`src/sv/hsi_pkg.sv`:
```
package hsi_pkg;

	// The table size is a power of two so that the hash and the probe wrap are masks.
	localparam int SLOT_W      = 10;
	localparam int TABLE_SLOTS = 1 << SLOT_W;
	localparam int CHAR_W      = 8;
	localparam int FIELD_W     = 10;
	localparam int ENTRY_W     = CHAR_W + SLOT_W;

	localparam logic [FIELD_W-1:0] LENGTH_MAX = {FIELD_W{1'b1}};

	localparam logic [CHAR_W-1:0] CH_QMARK = 8'h3F;
	localparam logic [CHAR_W-1:0] CH_UP_A  = 8'h41;
	localparam logic [CHAR_W-1:0] CH_UP_Z  = 8'h5A;
	localparam logic [CHAR_W-1:0] CH_LO_A  = 8'h61;
	localparam logic [CHAR_W-1:0] CH_LO_Z  = 8'h7A;
	localparam logic [CHAR_W-1:0] CH_UNDER = 8'h5F;
	localparam logic [CHAR_W-1:0] CH_DOT   = 8'h2E;
	localparam logic [CHAR_W-1:0] CH_ZERO  = 8'h30;
	localparam logic [CHAR_W-1:0] CH_NINE  = 8'h39;
	localparam logic [CHAR_W-1:0] CH_NUL   = 8'h00;

	typedef enum logic [1:0] {
		ST_FOLLOW = 2'd0,
		ST_CLAIM  = 2'd1,
		ST_NOSYM  = 2'd2,
		ST_FULL   = 2'd3
	} status_t;

	typedef enum logic [4:0] {
		FSM_CLEAR = 5'b00001,
		FSM_IDLE  = 5'b00010,
		FSM_HASH  = 5'b00100,
		FSM_CHECK = 5'b01000,
		FSM_DONE  = 5'b10000
	} fsm_t;

	typedef struct packed {
		logic    accept;
		logic    hash;
		logic    advance;
		logic    rd_next;
		logic    claim;
		logic    take;
		logic    clear_step;
		logic    load_out;
		status_t out_status;
	} cmd_t;

	typedef struct packed {
		logic sym_ok;
		logic match;
		logic empty;
		logic wrap;
		logic clr_last;
	} sts_t;

endpackage

```
`src/sv/hsi_ctrl.sv`:
```
module hsi_ctrl (
	input  logic          clk,
	input  logic          arst_n,
	input  logic          in_valid,
	output logic          in_ready,
	output logic          out_valid,
	input  logic          out_ready,
	input  hsi_pkg::sts_t sts,
	output hsi_pkg::cmd_t cmd
);

	hsi_pkg::fsm_t    state_q;
	hsi_pkg::fsm_t    state_d;
	hsi_pkg::status_t status_q;
	hsi_pkg::status_t status_d;
	logic             out_valid_q;
	logic             out_free;

	assign in_ready  = state_q == hsi_pkg::FSM_IDLE;
	assign out_valid = out_valid_q;
	assign out_free  = !out_valid_q || out_ready;

	always_comb begin
		state_d        = state_q;
		status_d       = status_q;
		cmd            = '0;
		cmd.out_status = status_q;
		case (state_q)
			hsi_pkg::FSM_CLEAR: begin
				cmd.clear_step = 1'b1;
				if (sts.clr_last) begin
					state_d = hsi_pkg::FSM_IDLE;
				end
			end
			hsi_pkg::FSM_IDLE: begin
				if (in_valid) begin
					cmd.accept = 1'b1;
					state_d    = hsi_pkg::FSM_HASH;
				end
			end
			hsi_pkg::FSM_HASH: begin
				cmd.hash = 1'b1;
				if (sts.sym_ok) begin
					state_d = hsi_pkg::FSM_CHECK;
				end else begin
					status_d = hsi_pkg::ST_NOSYM;
					state_d  = hsi_pkg::FSM_DONE;
				end
			end
			hsi_pkg::FSM_CHECK: begin
				if (sts.match) begin
					cmd.take = 1'b1;
					status_d = hsi_pkg::ST_FOLLOW;
					state_d  = hsi_pkg::FSM_DONE;
				end else if (sts.empty) begin
					cmd.claim = 1'b1;
					cmd.take  = 1'b1;
					status_d  = hsi_pkg::ST_CLAIM;
					state_d   = hsi_pkg::FSM_DONE;
				end else if (sts.wrap) begin
					status_d = hsi_pkg::ST_FULL;
					state_d  = hsi_pkg::FSM_DONE;
				end else begin
					cmd.advance = 1'b1;
					cmd.rd_next = 1'b1;
				end
			end
			hsi_pkg::FSM_DONE: begin
				if (out_free) begin
					cmd.load_out = 1'b1;
					state_d      = hsi_pkg::FSM_IDLE;
				end
			end
			default: begin
				state_d = hsi_pkg::FSM_IDLE;
			end
		endcase
	end

	always_ff @(posedge clk or negedge arst_n) begin
		if (!arst_n) begin
			state_q     <= hsi_pkg::FSM_CLEAR;
			status_q    <= hsi_pkg::ST_FOLLOW;
			out_valid_q <= 1'b0;
		end else begin
			state_q  <= state_d;
			status_q <= status_d;
			if (cmd.load_out) begin
				out_valid_q <= 1'b1;
			end else if (out_ready) begin
				out_valid_q <= 1'b0;
			end
		end
	end

endmodule

```
`config.mk`:
```
export PLATFORM = sky130hd
export DESIGN_NAME = hsi_ctrl
export DESIGN_NICKNAME = d
export VERILOG_FILES = /design/src/sv/hsi_pkg.sv /design/src/sv/hsi_ctrl.sv
export SDC_FILE = /design/constraint.sdc
export NUM_CORES = 1
export LEC_CHECK = 0
export ABC_AREA = 1
export BUFFER_PORTS_ARGS = -buffer_cell sky130_fd_sc_hd__buf_2
export CORE_AREA = 2 2 39 41
export DETAILED_ROUTE_END_ITERATION = 10
export DIE_AREA = 0 0 41 43
export PLACE_DENSITY = 0.72
export SLEW_MARGIN = 10
export SYNTH_ARGS = -nofsm -noshare
export SYNTH_HDL_FRONTEND = slang
export SYNTH_SLANG_ARGS = --single-unit
```
`constraint.sdc`:
```
create_clock -name clk -period 1.3 [get_ports clk]
set_input_delay 0.13 -clock clk [delete_from_list [all_inputs] [get_ports clk]]
set_output_delay 0.13 -clock clk [all_outputs]
set_load 0.01 [all_outputs]
```
* Yosys cells after proc, flatten, opt, wreduce, memory -nomap -nowiden *
Index checks and enable logic that the tools add are counted.

cells by class
  add/sub/neg operators = 0
  multipliers = 0
  div/mod/pow operators = 0
  $lt $le $gt $ge = 0
  equality and inequality tests = 10
  shift-type cells = 0
  mux-type cells = 27
  bitwise gates (word level) = 0
  reduce and logical (&&, ||, !) cells = 6

operators with widths
  cell                count
  $mux 5              7
  $pmux 5 s5          1
  $mux 2              7
  $mux 1              9
  $ne 2x2->1 const B  4
  $eq 5x1->1 const B  1
  $eq 5x2->1 const B  1
  $eq 5x3->1 const B  1
  $eq 5x4->1 const B  1
  $eq 5x5->1 const B  1
  $mux 4              1
  $ne 4x4->1 const B  1
  $pmux 2 s2          1
  $reduce_and 4->1    1
  $reduce_bool 2->1   2
  $mux 3              1
  $reduce_and 3->1    1
  $logic_not 1->1     1
  $logic_or 1x1->1    1

word-level totals
  register bits after elaboration = 8
  bits in latches = 0
  bits in writable memories = 0
  ROM bits = 0
  output and inout port bits = 12
  memories = 0

* Longest topological paths before layout *
Gate-level depths: netlist of run 1.

  word-level depth = 5
  mapped depth = 8

* Worst setup path before layout of run 1 *
Ideal clock, no wire load.

  kind = register to register
  start point = register state_q[3]
  end point = register state_q[1]
  data arrival time = 1136 ps
  required time = 1182 ps
  path slack = 46 ps
  stages on the path, launching flop included = 7
  path buffers = 0
  period minus slack after synthesis = 1254 ps
  cells stage by stage = dfrtp_1 nor2_4 nand2_2 nor3_1 nor2_1 nand2_1 nand2_1

on the way
  cells in the longest elaborated chain, start to end = 3
  elaborated cells between the ends (all ways) = 11

ends and longest elaborated chain
  element                     line            text
  from (decl)                 hsi_ctrl.sv:12  hsi_pkg::fsm_t state_q;
  from (signal assigned)      hsi_ctrl.sv:82  state_q <= hsi_pkg::FSM_CLEAR;
  from (signal assigned)      hsi_ctrl.sv:86  state_q <= state_d;
  $eq 5x2->1 *                n/a
  named net in_ready          hsi_ctrl.sv:5   output logic in_ready,
  $ne 2x2->1 (no line)        n/a
  $reduce_and 4->1 (no line)  n/a

The timed path passes the listed nets; every way through them passes the cells marked *.
A chain may end at the register's enable or synchronous reset.

==> results of run 1 <==
[cell usage after synthesis (all sizes together)]
master,number
nor3b,1
dfrtp,7
nor4,2
o21ai,2
nand2,15
nand3,3
inv,12
nand4,7
buf,1
nor3,2
nor2,13
dfstp,1
[area by class of cell]
cell class,instances,area share [%]
inverter,12,6.154
timing repair buffer,29,24.62
sequential,8,25.08
clock buffer,4,3.231
tap,16,2.462
multi-input combinational,45,38.46
[state kept, by name (all words and copies together) (netlist names)]
name	flops
status_q	2
state_q	5
out_valid	1
[power by group through the flow]
stage	sequential (mW)	clock, mW	combinational (mW)
after floorplan	0.404	0	0.398
after global placement	0.395	0	0.557
after detailed placement	0.395	0	0.571
after CTS	0.393	0.211	0.765
after global routing	0.415	0.218	0.951
final	0.403	0.203	0.893
[layer usage]
metal	GRT usage, %	up-vias
met2	26.25	23
met4	8.000	0
met5	0	-
met3	1.571	4
met1	18.67	267
li1	-	280
[cells by family after synthesis]
kind of cell           Yosys count
buffers and inverters           13
AOI/OAI and AO/OA                2
DFF                              8
and+or+nand+nor                 43
[stage by stage]
stage                     total power, mW  cells  area (um2)  utilization (%)  hold slack (ns)
after floorplan                    0.8021     66       506.7                -          -0.1656
after global placement             0.9519    101       619.3            44.76         -0.01790
after detailed placement           0.9659    101       619.3            44.76         -0.01437
after CTS                           1.369    112       767.0            55.43          0.06964
after global routing                1.584    114       813.3            58.77          0.08770
final                               1.498    114       813.3            58.77          0.07625
[worst max-delay path: cells and delay by family (launching register included)]
| kind | cells | cell delay (ns) |
|---|---|---|
| buf+inv | 4 | 0.40 |
| flops | 1 | 0.57 |
| simple gates | 2 | 0.15 |
[final timing paths]
kind / start / end / slack, ns / cells past startpoint
max: state_q[0]$_DFFE_PN1P_ / cmd[8] / -0.19 / 6
min: out_ready / out_valid$_DFFE_PN0P_ / 0.08 / 2
max reg2reg: state_q[0]$_DFFE_PN1P_ / status_q[1]$_DFFE_PN0P_ / -0.10 / 7
min reg2reg: status_q[1]$_DFFE_PN0P_ / status_q[1]$_DFFE_PN0P_ / 0.49 / 2
max in group asynchronous: arst_n / state_q[0]$_DFFE_PN1P_ / 0.81 / 2
min in group asynchronous: arst_n / status_q[0]$_DFFE_PN0P_ / 0.25 / 2
[what timing repair did]
action / CTS / global route
pin swaps: 2 / 1
setup endpoints to repair: 9 / 13
hold buffers: 1 / 0
gates resized for setup: 16 / 8
buffers inserted: 6 / 2
hold endpoints to repair: 8 / 0
==> results.py, run 1 <==
metrics = {
    "power": {
        "swShare_pct": 44.61,
        "clkPwrFrac_pct": 13.5,
        "ir_worst_vdd_mv": 0.9257,
        "power_frac_comb_pct": 59.6,
        "p_per_area_nw_per_um2": 1842,
        "switching_power_mw": 0.6685,
        "intPower_mw": 0.8299,
        "p_leak_nw": 0.4528,
        "pwr-share-seq_pct": 26.9,
    },
    "yosys": {
        "syn-mean-instance-area_um2": 7.678,
        "synth_top_family_by_area": "simple AND/OR/NAND/NOR gates",
        "synth_mux_area_share_pct": 0,
        "syn_nets": 75,
        "synth_area_leaders": "dfrtp_1 35%, nand2_1 8.1%, inv_1 7.4%",
        "yosys.area_share.simple_pct": 47.90,
        "synth_xor_area_share_pct": 0,
        "synth_compound_area_share_pct": 1.975,
        "synthAdderAreaFrac_pct": 0,
        "synth_top_area_share_pct": 34.57,
        "synth_seq_area_share_pct": 39.75,
        "synth_cell_types": 19,
        "ys_warn_count": 0,
        "yosys.area.top_type": "dfrtp_1",
        "synthCells": 66,
        "syn_area_um2": 506.7,
        "ys_ff_latch": 8,
    },
    "floorplan": {
        "dieArea_um2": 1763,
        "ios": 21,
        "die_h_um": 43,
        "fp-row-count": 14,
        "start_util_pct": 36.62,
        "die_w_um": 41,
        "core-area_um2": 1384,
    },
    "routing": {
        "wl_per_cell_um": 11.58,
        "vias_per_cell": 5.035,
        "wl_um": 1320,
        "ant_nets": 0,
        "drt-pass1-iter-count": 4,
        "highest_layer": "met4",
        "wl_met2_um": 714,
        "drtIter0Drc": 18,
        "vias": 574,
        "drc": 0,
        "wl_met3_um": 79,
        "wl_met1_um": 507,
    },
    "critical_path": {
        "cpMostUsedCell": "buf_6",
        "slowest_delay_ns": 0.57,
        "critical-path-slowest-cell": "dfstp_2",
        "crit_required_ns": 1.17,
        "arrival_ns": 1.36,
        "crit_path_max_fanout": 4,
        "critPathCaptureType": "output pin",
        "startpoint_type": "flip-flop",
        "worstPathCellList": "nor2_4, buf_4, buf_6, nand3_4, inv_2, buf_6",
        "critical_path_class": "reg -> out",
    },
    "outcome": {
        "status": "complete, but fails checks",
        "violations": "negative setup slack",
    },
    "cts": {
        "clkTransAtPathRegs_ns": 0.05,
        "cts_tree": "built",
        "cts_buffers": 3,
        "cts_root_buffer": "clkbuf_4",
        "cts-htree-levels": 1,
        "clk_latency_ns": 0.25,
        "clkSinkCount": 8,
        "cts.path.max_buffers": 2,
    },
    "sta": {
        "worst_pin_slew_ns": 0.2444,
        "maxSlewHeadroom_pct": 83.65,
        "fmax_ghz": 0.6691,
        "fin_ws_ns": -0.1946,
        "fin_setup_tns_ns": -1.386,
        "period_needed_ns": 1.495,
        "fin_crit_sh_pct": 115.0,
        "finClkSkew_ns": 0.005560,
        "rsz0062_at_grt": "true",
        "hold_violations": 0,
        "setup_violations": 14,
        "final-max-slew-violation-count": 0,
    },
    "place": {
        "io_buffers": 20,
        "hpwl_um": 848.9,
        "place_ws_ns": 0.06898,
        "gp_congestion": 0.7120,
    },
    "grt": {
        "grt-ovfl-total": 0,
        "groute.usage.overall_pct": 15.74,
        "antenna_found_initial": 0,
        "grt_pass1_wl_um": 1925,
        "grt_pass1_vias": 493,
        "grt_start_max_net_pins": 9,
    },
    "hold_path": {
        "min_path_type": "in -> reg",
    },
    "finish": {
        "regArea_um2": 203.9,
        "layout_commonest_cell": "buf_2",
        "multi_input_area_um2": 312.8,
        "nets": 108,
        "diodes": 0,
        "final_cell_mix": "17 x buf_2, 10 x nor2_1, 10 x nand2_1, 8 x inv_1",
        "drive_gt1_share_pct": 55.10,
        "area_growth_pct": 60.49,
        "fill_cells": 122,
    },
    "run": {
        "maxCapViolCount": 0,
    },
}
Note: power is estimated with default switching activity, not from simulation.
==> inputs of run 2 (changes only) <==
--- a/config.mk
+++ b/config.mk
@@ -5,12 +5,11 @@
 export SDC_FILE = /design/constraint.sdc
 export NUM_CORES = 1
 export LEC_CHECK = 0
-export ABC_AREA = 1
 export BUFFER_PORTS_ARGS = -buffer_cell sky130_fd_sc_hd__buf_2
 export CORE_AREA = 2 2 39 41
+export CTS_CLUSTER_SIZE = 16
 export DETAILED_ROUTE_END_ITERATION = 10
 export DIE_AREA = 0 0 41 43
-export PLACE_DENSITY = 0.72
 export SLEW_MARGIN = 10
 export SYNTH_ARGS = -nofsm -noshare
 export SYNTH_HDL_FRONTEND = slang
==> results.py, run 2 <==
metrics = {
    "power": {
        "p_per_area_nw_per_um2": 1755,
        "intPower_mw": 0.8224,
        "power_frac_comb_pct": 50.3,
        "p_leak_nw": 0.3659,
        "pwr-share-seq_pct": 33.4,
        "switching_power_mw": 0.4819,
        "clkPwrFrac_pct": 16.3,
        "swShare_pct": 36.95,
        "ir_worst_vdd_mv": 0.8360,
    },
    "yosys": {
        "yosys.area.top_type": "dfrtp_1",
        "synth_most_common_cell": "dfrtp_1",
        "async_flop_share_pct": 100.0,
        "synth_cell_types": 27,
        "synth-edff-count": 0,
        "syn-mean-instance-area_um2": 9.347,
        "ys_warn_count": 0,
        "syn_nets": 60,
        "synth_seq_area_share_pct": 42.26,
        "synth_area_leaders": "dfrtp_1 37%, nor2b_1 6.6%, dfstp_2 5.5%",
        "synthCells": 51,
        "synth_top_area_share_pct": 36.75,
        "ys.flop_type": "dfrtp_1",
        "synth_common_cells": "7 x dfrtp_1, 5 x nor2_1, 5 x nor2b_1, 5 x nor3_1, 3 x nor3b_1",
        "ys_ff_latch": 8,
        "syn_area_um2": 476.7,
    },
    "grt": {
        "grt_pass1_vias": 419,
        "groute.usage.overall_pct": 14.57,
        "grt_pass1_wl_um": 1718,
        "grt-ovfl-total": 0,
        "grt_start_max_net_pins": 9,
        "antenna_found_initial": 0,
    },
    "routing": {
        "wl_per_cell_um": 11.41,
        "highest_layer": "met3",
        "vias": 487,
        "wl_met2_um": 550,
        "drt-pass1-iter-count": 4,
        "wl_met1_um": 488,
        "wl_um": 1107,
        "wl_met3_um": 67,
        "drtIter0Drc": 9,
        "drc": 0,
        "ant_nets": 0,
        "vias_per_cell": 5.021,
    },
    "cts": {
        "clkTransAtPathRegs_ns": 0.07,
        "cts_tree": "built",
        "cts_buffers": 3,
        "cts_root_buffer": "clkbuf_4",
        "cts-htree-levels": 1,
        "clkSinkCount": 8,
        "clk_latency_ns": 0.27,
        "cts.path.max_buffers": 2,
    },
    "finish": {
        "fill_cells": 133,
        "diodes": 0,
        "drive_gt1_share_pct": 59.26,
        "finalInstanceArea_um2": 743.2,
        "layout_commonest_cell": "buf_2",
        "final_cell_mix": "19 x buf_2, 5 x buf_4, 4 x dfrtp_2",
        "largest_reg_flops": 5,
        "nets": 91,
        "area_growth_pct": 55.91,
        "regArea_um2": 206.4,
        "stdcell_count": 97,
        "top_register": "state_q",
        "post-route-util_pct": 53.71,
        "multi_input_area_um2": 321.6,
    },
    "floorplan": {
        "die_h_um": 43,
        "ios": 21,
        "fp-row-count": 14,
        "dieArea_um2": 1763,
        "start_util_pct": 34.45,
        "die_w_um": 41,
        "core-area_um2": 1384,
    },
    "run": {
        "maxCapViolCount": 0,
    },
    "sta": {
        "fin_ws_ns": -0.1438,
        "fmax_ghz": 0.6926,
        "worst_pin_slew_ns": 0.3301,
        "finClkSkew_ns": 0.01693,
        "period_needed_ns": 1.444,
        "maxSlewHeadroom_pct": 77.83,
        "final-max-slew-violation-count": 0,
        "hold_violations": 0,
        "fin_crit_sh_pct": 111.1,
        "hold_slack_ns": 0.02905,
        "rsz0062_at_grt": "true",
        "setup_violations": 11,
    },
    "place": {
        "place_area_um2": 589.3,
        "post-place-cells": 86,
        "place_ws_ns": -0.01710,
        "hpwl_um": 787.6,
        "io_buffers": 20,
        "gp_congestion": 0.7915,
    },
    "critical_path": {
        "critical-path-slowest-cell": "dfrtp_2",
        "crit_family": "flip-flops",
        "startpoint_type": "flip-flop",
        "critPathCaptureType": "output pin",
        "crit_buf_inv": 1,
        "worstPathCellList": "nor3_4, and3b_1, buf_2",
        "crit_path_max_fanout": 8,
        "arrival_ns": 1.31,
        "crit_required_ns": 1.17,
        "slowest_delay_ns": 0.49,
        "critical_path_class": "reg -> out",
    },
    "hold_path": {
        "min_path_type": "in -> reg",
    },
    "outcome": {
        "status": "complete, but fails checks",
        "violations": "negative setup slack",
    },
}
-- run 2: cell count changes after synthesis, sizes merged, moves of 3 or more --
cell   delta
nor3      +3
nand2    -14
inv      -11
nand4     -7
nor2b     +5
nor2      -7
-- run 2: what timing repair did --
item                       in CTS  in global routing
hold buffers                    1                  0
resized for setup               4                 16
hold endpoints to repair        8                  0
pin swaps                       2                  9
setup endpoints to repair      10                 12
buffers inserted                3                  3
-- run 2: cells by family after synthesis --
| group | synth area share, % |
|---|---|
| compound gates | 16.54 |
| buf+inv | 2.362 |
| flops | 42.26 |
| simple gates | 38.84 |
-- run 2: area by class of cell --
type                       count  area share, %
clock buffer                   4          3.535
inverter                       1         0.5051
multi-input combinational     41          43.27
sequential                     8          27.78
tap                           16          2.694
timing repair buffer          27          22.22
-- run 2: final timing paths --
path	startpoint	end	slack [ns]	depth (start not counted)
max	state_q[3]$_DFFE_PN0P_	cmd[3]	-0.14	3
min	sts[0]	state_q[0]$_DFFE_PN1P_	0.03	2
max reg2reg	state_q[2]$_DFFE_PN0P_	state_q[4]$_DFFE_PN0P_	-0.08	5
min reg2reg	status_q[0]$_DFFE_PN0P_	status_q[0]$_DFFE_PN0P_	0.49	1
max in group asynchronous	arst_n	state_q[0]$_DFFE_PN1P_	0.81	2
min in group asynchronous	arst_n	status_q[1]$_DFFE_PN0P_	0.23	2
-- run 2: metrics by stage --
stage	TNS, ns	total power [mW]
after detailed placement	-0.01710	0.8473
final	-1.095	1.304
after global routing	-1.870	1.397
after CTS	-1.136	1.124
after floorplan	0	0.6952
after global placement	0	0.8429
-- run 2: metal layers --
metal / vias up / GRT usage (%)
li1: 245 / -
met1: 225 / 19.80
met2: 17 / 20.63
met3: 0 / 6.283
met4: 0 / 4.000
met5: - / 0
-- run 2: power groups by stage --
stage                     sequential, mW  clock [mW]  combinational, mW
after floorplan                    0.405           0              0.291
after global placement             0.398           0              0.445
after detailed placement           0.403           0              0.444
after CTS                          0.399       0.221              0.504
after global routing               0.448       0.232              0.717
final                              0.435       0.213              0.656
==> inputs of run 3 (changes only) <==
--- a/config.mk
+++ b/config.mk
@@ -10,6 +10,7 @@
 export CTS_CLUSTER_SIZE = 16
 export DETAILED_ROUTE_END_ITERATION = 10
 export DIE_AREA = 0 0 41 43
+export SKIP_CTS_REPAIR_TIMING = 1
 export SLEW_MARGIN = 10
 export SYNTH_ARGS = -nofsm -noshare
 export SYNTH_HDL_FRONTEND = slang
==> results.py, run 3 (synthesis gave the netlist of run 2 again) <==
metrics = {
    "outcome": {
        "status": "complete, but fails checks",
        "violations": "negative setup slack",
    },
    "cts": {
        "cts-htree-levels": 1,
        "clkTransAtPathRegs_ns": 0.05,
        "cts_buffers": 3,
        "clkSinkCount": 8,
        "cts_root_buffer": "clkbuf_4",
        "cts.path.max_buffers": 2,
        "cts_tree": "built",
        "clk_latency_ns": 0.26,
    },
    "power": {
        "pwr-share-seq_pct": 36.6,
        "p_leak_nw": 0.3556,
        "ir_worst_vdd_mv": 0.8789,
        "switching_power_mw": 0.4718,
        "power_frac_comb_pct": 46.2,
        "finalPower_mw": 1.212,
        "p_per_area_nw_per_um2": 1637,
        "intPower_mw": 0.7406,
        "swShare_pct": 38.92,
        "clkPwrFrac_pct": 17.2,
    },
    "place": {
        "hpwl_um": 787.6,
        "gp_congestion": 0.7915,
        "io_buffers": 20,
        "post-place-cells": 86,
        "place_ws_ns": -0.01710,
    },
    "routing": {
        "drc": 0,
        "drtIter0Drc": 10,
        "wl_um": 1189,
        "ant_nets": 0,
        "vias_per_cell": 5.084,
        "drt-pass1-iter-count": 4,
        "wl_per_cell_um": 12.52,
        "vias": 483,
    },
    "sta": {
        "period_needed_ns": 1.448,
        "fin_crit_sh_pct": 111.4,
        "finClkSkew_ns": 0.01277,
        "fin_ws_ns": -0.1477,
        "fin_setup_tns_ns": -1.075,
        "hold_violations": 0,
        "maxSlewHeadroom_pct": 76.73,
        "worst_pin_slew_ns": 0.3464,
        "final-max-slew-violation-count": 0,
        "setup_violations": 11,
        "rsz0062_at_grt": "true",
        "fmax_ghz": 0.6907,
    },
    "finish": {
        "top_register": "state_q",
        "multi_input_area_um2": 325.3,
        "largest_reg_flops": 5,
        "nets": 89,
        "drive_gt1_share_pct": 56.96,
        "diodes": 0,
        "regArea_um2": 206.4,
        "final_cell_mix": "19 x buf_2, 5 x nor2b_1, 4 x dfrtp_2",
        "fill_cells": 137,
        "layout_commonest_cell": "buf_2",
        "stdcell_count": 95,
        "area_growth_pct": 55.38,
    },
    "floorplan": {
        "core-area_um2": 1384,
        "die_w_um": 41,
        "start_util_pct": 34.45,
        "fp-row-count": 14,
        "dieArea_um2": 1763,
        "ios": 21,
        "die_h_um": 43,
    },
    "hold_path": {
        "min_path_type": "in -> reg",
    },
    "critical_path": {
        "crit_required_ns": 1.17,
        "critical_path_class": "reg -> out",
        "startpoint_type": "flip-flop",
        "crit_path_max_fanout": 6,
        "arrival_ns": 1.32,
        "critPathCaptureType": "output pin",
    },
    "grt": {
        "grt_start_max_net_pins": 9,
        "grt_pass1_wl_um": 1649,
        "groute.usage.overall_pct": 13.97,
        "antenna_found_initial": 0,
        "grt_pass1_vias": 406,
        "grt-ovfl-total": 0,
    },
    "run": {
        "maxCapViolCount": 0,
    },
}
-- run 3: power groups by stage --
stage / clock (mW) / combinational, mW / sequential [mW]
finish: 0.209 / 0.560 / 0.444
global route: 0.233 / 0.630 / 0.454
CTS: 0.221 / 0.446 / 0.400
detailed placement: 0 / 0.444 / 0.403
global placement: 0 / 0.445 / 0.398
floorplan: 0 / 0.291 / 0.405
-- run 3: layout make-up --
type | instances | share of cell area (%)
repair buffers | 25 | 21.45
inverters | 1 | 0.5068
multi-input cells | 41 | 43.92
flip-flops and latches | 8 | 27.87
clock buffers | 4 | 3.547
well taps | 16 | 2.703
-- run 3: path summary, 6_finish.rpt --
kind                                         startpoint                      end  slack (ns)  cells after the start
min in group asynchronous                        arst_n  status_q[1]$_DFFE_PN0P_        0.23                      2
worst max register to register   state_q[4]$_DFFE_PN0P_   state_q[4]$_DFFE_PN0P_       -0.06                      5
worst max-delay path             state_q[0]$_DFFE_PN1P_                   cmd[7]       -0.15                      4
max in group asynchronous                        arst_n   state_q[0]$_DFFE_PN1P_        0.81                      2
worst min register to register  status_q[0]$_DFFE_PN0P_  status_q[0]$_DFFE_PN0P_        0.49                      1
worst min-delay path                             sts[0]   state_q[0]$_DFFE_PN1P_        0.01                      2
-- run 3: worst max-delay path, stage by stage (launching register included) --
cell and delay, ns:
dfstp_2 0.59, nor2_4 0.07, nand3_4 0.09, and2b_1 0.19, buf_2 0.13
-- run 3: metal layers --
| metal | global-route usage, % | vias to the layer above | part of all wire (%) |
|---|---|---|---|
| li1 | - | 240 | - |
| met1 | 19.14 | 228 | 42 |
| met2 | 19.38 | 15 | 53 |
| met3 | 6.283 | 0 | 5.0 |
| met4 | 4.000 | 0 | 0 |
| met5 | 0 | - | 0 |
-- run 3: per-stage QoR --
step | instance area (um2) | utilization [%] | hold slack (ns)
after global routing | 740.7 | 53.53 | 0.005777
after global placement | 589.3 | 42.59 | -0.008314
after floorplan | 476.7 | - | -0.1656
final | 740.7 | 53.53 | 0.01293
after CTS | 615.6 | 44.48 | -0.2990
after detailed placement | 589.3 | 42.59 | -0.01131
